`src/apq_pkg.sv`:
```
// Package for the array priority queue: opcodes, status codes, FSM states
// and field widths. No dependencies.
package apq_pkg;

  // Field widths of the request and result
  localparam int OP_W        = 2;
  localparam int ELEM_W      = 32;
  localparam int PRIO_W      = 8;
  localparam int STATUS_W    = 2;
  localparam int CNT_OUT_W   = 4;
  localparam int IN_TDATA_W  = 40;
  localparam int OUT_TDATA_W = 48;

  typedef enum logic [OP_W-1:0] {
    OP_INSERT = 2'd0,
    OP_PEEK   = 2'd1,
    OP_DELETE = 2'd2
  } opcode_t;

  typedef enum logic [STATUS_W-1:0] {
    ST_OK    = 2'd0,
    ST_FULL  = 2'd1,
    ST_EMPTY = 2'd2
  } status_t;

  typedef enum logic [1:0] {
    S_IDLE,
    S_SCAN,
    S_SHIFT,
    S_RESULT
  } apq_state_t;

endpackage

```
`src/array_priority_queue_core.sv`:
```
// Channel | dir | tdata (low bit up)                      | tuser
// in_     | in  | element[31:0], priority_req[39:32]      | opcode[1:0]
// out_    | out | element[31:0], priority[39:32],          | status[1:0]
//         |     | count[43:40], zero pad[47:44]            |
//
// Insert, unused opcode, full or empty: from S_IDLE through S_RESULT back to S_IDLE.
// Peek scans in S_SCAN: the single RAM read port scans one slot a cycle.
// Delete adds S_SHIFT to peek, which moves each slot after the removed one down by one.
// Synchronous active-low reset empties the queue; RAM contents are not cleared.
// A new request is taken while an earlier result waits on out_tready.
// Depends on apq_pkg and apq_ram.
module array_priority_queue_core #(
  parameter int CAPACITY      = 8,
  parameter int PRIORITY_BITS = 8
) (
  input  logic                             clk,
  input  logic                             rst_n,
  // element[31:0], priority_req[39:32]
  input  logic [apq_pkg::IN_TDATA_W-1:0]   in_tdata,
  // opcode[1:0]
  input  logic [apq_pkg::OP_W-1:0]         in_tuser,
  input  logic                             in_tvalid,
  output logic                             in_tready,
  // element[31:0], priority[39:32], count[43:40], zero pad[47:44]
  output logic [apq_pkg::OUT_TDATA_W-1:0]  out_tdata,
  // status[1:0]
  output logic [apq_pkg::STATUS_W-1:0]     out_tuser,
  output logic                             out_tvalid,
  input  logic                             out_tready
);
  import apq_pkg::*;

  localparam int AW = $clog2(CAPACITY);
  localparam int CW = $clog2(CAPACITY + 1);
  localparam int PW = (PRIORITY_BITS < PRIO_W) ? PRIORITY_BITS : PRIO_W;
  localparam int EW = ELEM_W + PW;
  localparam int PAD_W = OUT_TDATA_W - ELEM_W - PRIO_W - CNT_OUT_W;

  // control state
  apq_state_t state_r, state_nxt;
  logic [CW-1:0] count_r, count_nxt;
  logic [CW-1:0] ptr_r, ptr_nxt;
  logic          rd_pend_r, rd_pend_nxt;
  logic          out_valid_r, out_valid_nxt;

  // payload registers
  logic              del_r, del_nxt;
  logic [AW-1:0]     rd_idx_r, rd_idx_nxt;
  logic [AW-1:0]     best_idx_r, best_idx_nxt;
  logic [PW-1:0]     best_prio_r, best_prio_nxt;
  logic [ELEM_W-1:0] best_elem_r, best_elem_nxt;
  status_t           res_status_r, res_status_nxt;
  logic [ELEM_W-1:0] res_elem_r, res_elem_nxt;
  logic [PW-1:0]     res_prio_r, res_prio_nxt;
  status_t           out_status_r, out_status_nxt;
  logic [ELEM_W-1:0] out_elem_r, out_elem_nxt;
  logic [PRIO_W-1:0] out_prio_r, out_prio_nxt;
  logic [CNT_OUT_W-1:0] out_count_r, out_count_nxt;

  // RAM side
  logic          ram_we;
  logic [AW-1:0] ram_waddr;
  logic [EW-1:0] ram_wdata;
  logic [AW-1:0] ram_raddr;
  logic [EW-1:0] ram_rdata;

  logic [ELEM_W-1:0] in_elem;
  logic [PRIO_W-1:0] in_prio;
  logic [PW-1:0]     rd_prio;
  logic [ELEM_W-1:0] rd_elem;
  logic              issue;
  logic              last_rd;

  assign in_elem = in_tdata[ELEM_W-1:0];
  assign in_prio = in_tdata[ELEM_W +: PRIO_W];
  assign rd_elem = ram_rdata[ELEM_W-1:0];
  assign rd_prio = ram_rdata[ELEM_W +: PW];
  assign issue   = (ptr_r < count_r);
  assign last_rd = ((CW'(rd_idx_r) + CW'(1)) == count_r);

  // slot store: {priority, element} per entry
  apq_ram #(
    .WIDTH (EW),
    .DEPTH (CAPACITY)
  ) u_store (
    .clk   (clk),
    .we    (ram_we),
    .waddr (ram_waddr),
    .wdata (ram_wdata),
    .raddr (ram_raddr),
    .rdata (ram_rdata)
  );

  // control registers
  always_ff @(posedge clk) begin
    if (!rst_n) begin
      state_r     <= S_IDLE;
      count_r     <= '0;
      ptr_r       <= '0;
      rd_pend_r   <= 1'b0;
      out_valid_r <= 1'b0;
    end else begin
      state_r     <= state_nxt;
      count_r     <= count_nxt;
      ptr_r       <= ptr_nxt;
      rd_pend_r   <= rd_pend_nxt;
      out_valid_r <= out_valid_nxt;
    end
  end

  // payload registers
  always_ff @(posedge clk) begin
    del_r        <= del_nxt;
    rd_idx_r     <= rd_idx_nxt;
    best_idx_r   <= best_idx_nxt;
    best_prio_r  <= best_prio_nxt;
    best_elem_r  <= best_elem_nxt;
    res_status_r <= res_status_nxt;
    res_elem_r   <= res_elem_nxt;
    res_prio_r   <= res_prio_nxt;
    out_status_r <= out_status_nxt;
    out_elem_r   <= out_elem_nxt;
    out_prio_r   <= out_prio_nxt;
    out_count_r  <= out_count_nxt;
  end

  // next state, RAM control and results
  always_comb begin
    state_nxt      = state_r;
    count_nxt      = count_r;
    ptr_nxt        = ptr_r;
    rd_pend_nxt    = 1'b0;
    out_valid_nxt  = out_valid_r;
    del_nxt        = del_r;
    rd_idx_nxt     = rd_idx_r;
    best_idx_nxt   = best_idx_r;
    best_prio_nxt  = best_prio_r;
    best_elem_nxt  = best_elem_r;
    res_status_nxt = res_status_r;
    res_elem_nxt   = res_elem_r;
    res_prio_nxt   = res_prio_r;
    out_status_nxt = out_status_r;
    out_elem_nxt   = out_elem_r;
    out_prio_nxt   = out_prio_r;
    out_count_nxt  = out_count_r;
    ram_we         = 1'b0;
    ram_waddr      = '0;
    ram_wdata      = '0;
    ram_raddr      = '0;
    in_tready      = 1'b0;

    // output register drains on a taken result
    if (out_valid_r && out_tready) begin
      out_valid_nxt = 1'b0;
    end

    unique case (state_r)
      S_IDLE: begin
        in_tready    = 1'b1;
        res_elem_nxt = '0;
        res_prio_nxt = '0;
        if (in_tvalid) begin
          unique case (opcode_t'(in_tuser))
            OP_INSERT: begin
              state_nxt = S_RESULT;
              if (count_r == CW'(CAPACITY)) begin
                res_status_nxt = ST_FULL;
              end else begin
                res_status_nxt = ST_OK;
                ram_we         = 1'b1;
                ram_waddr      = count_r[AW-1:0];
                ram_wdata      = {in_prio[PW-1:0], in_elem};
                count_nxt      = count_r + CW'(1);
              end
            end
            OP_PEEK, OP_DELETE: begin
              del_nxt = (opcode_t'(in_tuser) == OP_DELETE);
              if (count_r == '0) begin
                res_status_nxt = ST_EMPTY;
                state_nxt      = S_RESULT;
              end else begin
                ptr_nxt   = '0;
                state_nxt = S_SCAN;
              end
            end
            default: begin
              // unused opcode: no change, plain ok
              res_status_nxt = ST_OK;
              state_nxt      = S_RESULT;
            end
          endcase
        end
      end

      S_SCAN: begin
        // read one slot a cycle, compare the slot read last cycle
        if (issue) begin
          ram_raddr   = ptr_r[AW-1:0];
          rd_idx_nxt  = ptr_r[AW-1:0];
          ptr_nxt     = ptr_r + CW'(1);
          rd_pend_nxt = 1'b1;
        end
        if (rd_pend_r) begin
          // strict compare keeps the earliest of equal priorities
          if ((rd_idx_r == '0) || (rd_prio > best_prio_r)) begin
            best_idx_nxt  = rd_idx_r;
            best_prio_nxt = rd_prio;
            best_elem_nxt = rd_elem;
          end
          if (last_rd) begin
            if (del_r) begin
              ptr_nxt   = CW'(best_idx_nxt) + CW'(1);
              state_nxt = S_SHIFT;
            end else begin
              res_status_nxt = ST_OK;
              res_elem_nxt   = '0;
              res_prio_nxt   = best_prio_nxt;
              state_nxt      = S_RESULT;
            end
          end
        end
      end

      S_SHIFT: begin
        // read slot j+1, write it to slot j in the next cycle
        if (issue) begin
          ram_raddr   = ptr_r[AW-1:0];
          rd_idx_nxt  = ptr_r[AW-1:0];
          ptr_nxt     = ptr_r + CW'(1);
          rd_pend_nxt = 1'b1;
        end
        if (rd_pend_r) begin
          ram_we    = 1'b1;
          ram_waddr = rd_idx_r - AW'(1);
          ram_wdata = ram_rdata;
        end
        if (!issue && !rd_pend_r) begin
          count_nxt      = count_r - CW'(1);
          res_status_nxt = ST_OK;
          res_elem_nxt   = best_elem_r;
          res_prio_nxt   = best_prio_r;
          state_nxt      = S_RESULT;
        end
      end

      S_RESULT: begin
        // wait for the output register to be free
        if (!out_valid_r || out_tready) begin
          out_valid_nxt  = 1'b1;
          out_status_nxt = res_status_r;
          out_elem_nxt   = res_elem_r;
          out_prio_nxt   = PRIO_W'(res_prio_r);
          out_count_nxt  = CNT_OUT_W'(count_r);
          state_nxt      = S_IDLE;
        end
      end

      default: begin
        state_nxt = S_IDLE;
      end
    endcase
  end

  assign out_tvalid = out_valid_r;
  assign out_tuser  = out_status_r;
  assign out_tdata  = {{PAD_W{1'b0}}, out_count_r, out_prio_r, out_elem_r};

endmodule

```
`src/apq_ram.sv`:
```
// Generic simple dual-port RAM: one write port, one read port, registered read.
// No dependencies.
module apq_ram #(
  parameter int WIDTH = 40,
  parameter int DEPTH = 8
) (
  input  logic                     clk,
  input  logic                     we,
  input  logic [$clog2(DEPTH)-1:0] waddr,
  input  logic [WIDTH-1:0]         wdata,
  input  logic [$clog2(DEPTH)-1:0] raddr,
  output logic [WIDTH-1:0]         rdata
);

  logic [WIDTH-1:0] mem [DEPTH];

  // write port
  always_ff @(posedge clk) begin
    if (we) begin
      mem[waddr] <= wdata;
    end
  end

  // read port, registered
  always_ff @(posedge clk) begin
    rdata <= mem[raddr];
  end

endmodule

```
`config.mk`:
```
export PLATFORM = sky130hd
export DESIGN_NAME = array_priority_queue_core
export DESIGN_NICKNAME = d
export VERILOG_FILES = /design/src/apq_pkg.sv /design/src/array_priority_queue_core.sv /design/src/apq_ram.sv
export SDC_FILE = /design/constraint.sdc
export NUM_CORES = 1
export LEC_CHECK = 0
export ABC_AREA = 0
export BUFFER_PORTS_ARGS = -buffer_cell sky130_fd_sc_hd__buf_4
export CAP_MARGIN = 20
export CORE_MARGIN = 8
export CORE_UTILIZATION = 45
export CTS_CLUSTER_DIAMETER = 50
export DETAILED_ROUTE_END_ITERATION = 12
export SLEW_MARGIN = 15
export SYNTH_ARGS = -nofsm -noshare
export SYNTH_HDL_FRONTEND = slang
export SYNTH_SLANG_ARGS = --single-unit
```
`constraint.sdc`:
```
create_clock -name clk -period 6.55 [get_ports clk]
set_input_delay 0 -clock clk [delete_from_list [all_inputs] [get_ports clk]]
set_output_delay 0 -clock clk [all_outputs]
set_load 0.05 [all_outputs]
```
==> impl_metrics.env <==
export IMPL_die_area_mm2=0.05045
export IMPL_endpoint_kind="flop"
export IMPL_status="complete, no violations"
export IMPL_cp_startpoint="count_r[1]$_SDFFE_PN0P_"
export IMPL_arrival_ps=4350
export IMPL_drt_iter0_drc=551
export IMPL_post_place_ws_ps=2573
export IMPL_p_seq_share_pct=50.2
export IMPL_worstSetupStartpointType="flop"
export IMPL_rrSetupSlack_ps=2650
export IMPL_max_freq_mhz=256.6
export IMPL_hp_class="input port to flop"
export IMPL_path_buf_inv=2
export IMPL_cp_cell_sequence="inv_1, ha_1, a21oi_1, o21a_1, ha_1, nand2_4, buf_4, mux4_1, mux2_4"
export IMPL_critPathSlowestCell="nand2_4"
export IMPL_hpwl_mm=21.31
export IMPL_critical_path_depth=9
export IMPL_slew_violations=0
export IMPL_cts_max_path_buffers=3
export IMPL_cp_endpoint="u_store.rdata[37]$_DFF_P_"
export IMPL_maxCapViolations=0
export IMPL_area_growth_pct=18.22
export IMPL_final_antenna_net_count=0
export IMPL_crit_fanout=51
export IMPL_synth_area_leaders="edfxtp_1, mux4_1, dfxtp_1"
export IMPL_ys_ff_latch=507
export IMPL_grt_usage_pct=15.53
export IMPL_worst_slew_pin_slew_ps=948.7
export IMPL_vdd_ir_drop_max_uv=191.3
export IMPL_wirelength_mm=39.40
export IMPL_min_period_ps=3897
export IMPL_crit_family="multiplexers"
export IMPL_reg2reg_from="count_r[1]$_SDFFE_PN0P_"
export IMPL_rsz0062_at_grt="no"
export IMPL_synth_compound_area_share_pct=3.967
export IMPL_powerDensity_mw_per_mm2=344.5
export IMPL_p_leak_uw=0.008374
export IMPL_worst_setup_path_type="flop to flop"
export IMPL_fin_nets=1206
export IMPL_clk_latency_ps=580
export IMPL_slowest_delay_ps=690
export IMPL_synth_seq_area_share_pct=75.08
export IMPL_wl_per_cell_um=22.35
export IMPL_die_x_um=224.6
export IMPL_switching_share_pct=25.57
export IMPL_initial_core_util_pct=45.57
export IMPL_synth_top_area_share_pct=69.76
export IMPL_timing_hold_ws_ps=32.78
export IMPL_core_mm2=0.04298
export IMPL_port_buffers=93
export IMPL_synth_area_mux_share_pct=13.71
export IMPL_num_rows=76
export IMPL_grt_pass1_vias=9717
export IMPL_clock_skew_ps=22.17
export IMPL_synthXorXnorAreaFrac_pct=0.3130
export IMPL_diodes=0
export IMPL_hold_viol=0
export IMPL_ys_warn_count=0
export IMPL_gp_congestion=0.7927
export IMPL_cts_repair_resized=0
export IMPL_yosys_area_top_type="edfxtp_1"
export IMPL_r2r_end="u_store.rdata[37]$_DFF_P_"
export IMPL_power_switching_uw=2040
export IMPL_path_common_cell="ha_1"
export IMPL_drtPass1Iterations=4
export IMPL_boundaryPins=98
export IMPL_drive_above_1_share_pct=24.45
export IMPL_synth_area_mm2=0.01959
export IMPL_p_int_uw=5937
export IMPL_cts_sinks=507
export IMPL_ys_flop_type="edfxtp_1"
export IMPL_overflow=0
export IMPL_nFillCells=3440
export IMPL_layout_setup_ws_ps=2653
export IMPL_synth_edf_count=455
export IMPL_synthArstFlopShare_pct=0
export IMPL_avgSynthCellArea_um2=20.32
export IMPL_synth_fa_ha_area_share_pct=1.699
export IMPL_cts_tree="built"
export IMPL_combinationalPowerShare_pct=13.4
export IMPL_cts_root_buffer="clkbuf_16"
export IMPL_num_vias=9321
export IMPL_p_total_uw=7977
export IMPL_dieHeight_um=224.6
export IMPL_r2r_cells=9
export IMPL_synth_distinct_cells=56
export IMPL_syn_inst=964
export IMPL_clk_pin_slew_ps=60
export IMPL_grt_max_degree=81
export IMPL_vias_per_cell=5.287
export IMPL_antenna_found_initial=0
export IMPL_fin_crit_sh_pct=59.49
export IMPL_multi_input_area_mm2=0.004611
export IMPL_required_ps=7010
export IMPL_post_route_drc_count=0
export IMPL_clkPwrFrac_pct=36.4
export IMPL_cts_setup_buffers=0
export IMPL_tns_ps=0
export IMPL_cts_buffers=52
export IMPL_htree_levels=2
export IMPL_setup_violations=0
export IMPL_grt_pass1_wl_mm=59.80
export IMPL_synthSimpleGateAreaFrac_pct=3.348
export IMPL_relSlewSlack_pct=36.75
export IMPL_register_area_mm2=0.01470
export IMPL_synth_top_family_by_area="multiplexers"
## worst min-delay path by stage
| stage | startpoint | endpoint | slack [ps] | cells after the start |
|---|---|---|---|---|
| 2_1_floorplan | rst_n | state_r[0]$_SDFFE_PN0P_ | 120 | 2 |
| 5_1_grt | in_tuser[0] | res_status_r[0]$_SDFFCE_PP0P_ | 60 | 4 |
| 3_3_place_gp | rst_n | state_r[0]$_SDFFE_PN0P_ | 290 | 3 |
| 3_5_place_dp | rst_n | ptr_r[0]$_SDFFE_PN0P_ | 290 | 2 |
| 6_report | in_tdata[32] | u_store.mem[7][32]$_DFFE_PP_ | 30 | 3 |
| 4_1_cts | in_tuser[0] | res_status_r[1]$_SDFFCE_PP0P_ | 4 | 4 |
## tightest hold or removal path: cells and delay by family
kind / cells / cell delay (ps)
compound gates: 1 / 270
simple gates: 1 / 60
buf+inv: 1 / 90
## cells in the mapped netlist, types with 5 or more instances
library cell	instances
clkbuf_1	15
xnor2_1	5
nand4_1	5
buf_4	5
mux2_4	20
a21o_1	5
a22oi_1	13
a22o_1	40
mux4_1	60
buf_2	13
and3_1	8
buf_6	9
nor2_1	29
dfxtp_1	52
ha_1	25
inv_1	22
nand2_1	15
and2_1	37
mux4_2	20
a21oi_1	15
mux2_2	30
edfxtp_1	455
o21ai_0	7
nor2b_1	5
## cell families (layout without fill, tap and decap cells)
kind of cell	after synthesis	in the layout
compound gates	100	100
xor+xnor	7	7
fa+ha+maj	26	26
buf+inv	70	281
flops	507	507
mux	132	132
other cells	1	4
simple gates	121	121
## power groups by stage
stage / combinational, uW / clock (uW) / sequential (uW)
floorplan: 598 / 0 / 4180
global placement: 1050 / 0 / 4070
detailed placement: 1060 / 0 / 4070
CTS: 1090 / 2980 / 4010
global route: 1160 / 3100 / 4030
finish: 1070 / 2900 / 4010
## layout make-up
| type | instances | area share (%) |
|---|---|---|
| Multi-Input combinational cell | 390 | 19.91 |
| Sequential cell | 507 | 63.51 |
| Inverter | 24 | 0.3891 |
| Clock buffer | 61 | 5.858 |
| Clock inverter | 37 | 1.443 |
| Tap cell | 585 | 3.161 |
| Timing Repair Buffer | 159 | 5.728 |
## metrics by stage
step | instance area, um^2 | utilization, % | cells
after floorplan | 19600 | - | 967
after global placement | 20980 | 48.81 | 1618
after detailed placement | 20990 | 48.82 | 1619
after CTS | 23130 | 53.80 | 1762
after global routing | 23150 | 53.87 | 1763
final | 23150 | 53.87 | 1763
## placed cells by master (no fill, tap or decap), types with 8 or more instances in the layout
cell type / instances
edfxtp_1: 455
buf_4: 113
mux4_1: 60
clkbuf_16: 53
dfxtp_1: 52
dlygate4sd3_1: 45
a22o_1: 40
and2_1: 34
mux2_2: 30
ha_1: 24
nor2_1: 23
inv_1: 22
mux4_2: 20
mux2_4: 20
a21oi_1: 15
clkinv_2: 14
a22oi_1: 13
nand2_1: 13
clkinv_1: 12
and3_1: 8
clkbuf_1: 8
## flip-flops by register name, indices dropped and copies added, names as in the netlist, 4 cells and up
signal / flops
out_prio_r: 8
res_prio_r: 8
out_count_r: 4
u_store.mem: 320
out_elem_r: 32
ptr_r: 4
res_elem_r: 32
u_store.rdata: 40
count_r: 4
best_prio_r: 8
best_elem_r: 32
## what timing repair did
| item | in CTS | in global routing |
|---|---|---|
| endpoints found under the hold margin | 327 | 0 |
| endpoints found under the setup margin | 0 | 0 |
| hold buffers | 45 | 0 |
## metal layers
layer / wire [um] / vias to the layer above / track usage (%) / share of wire, %
li1: - / 4276 / - / -
met1: 17720 / 4815 / 20.78 / 45
met2: 19510 / 165 / 25.99 / 50
met3: 1356 / 65 / 2.553 / 3.4
met4: 814 / 0 / 4.727 / 2.1
met5: 0 / - / 0 / 0
Note: power is estimated with default switching activity, not from simulation.
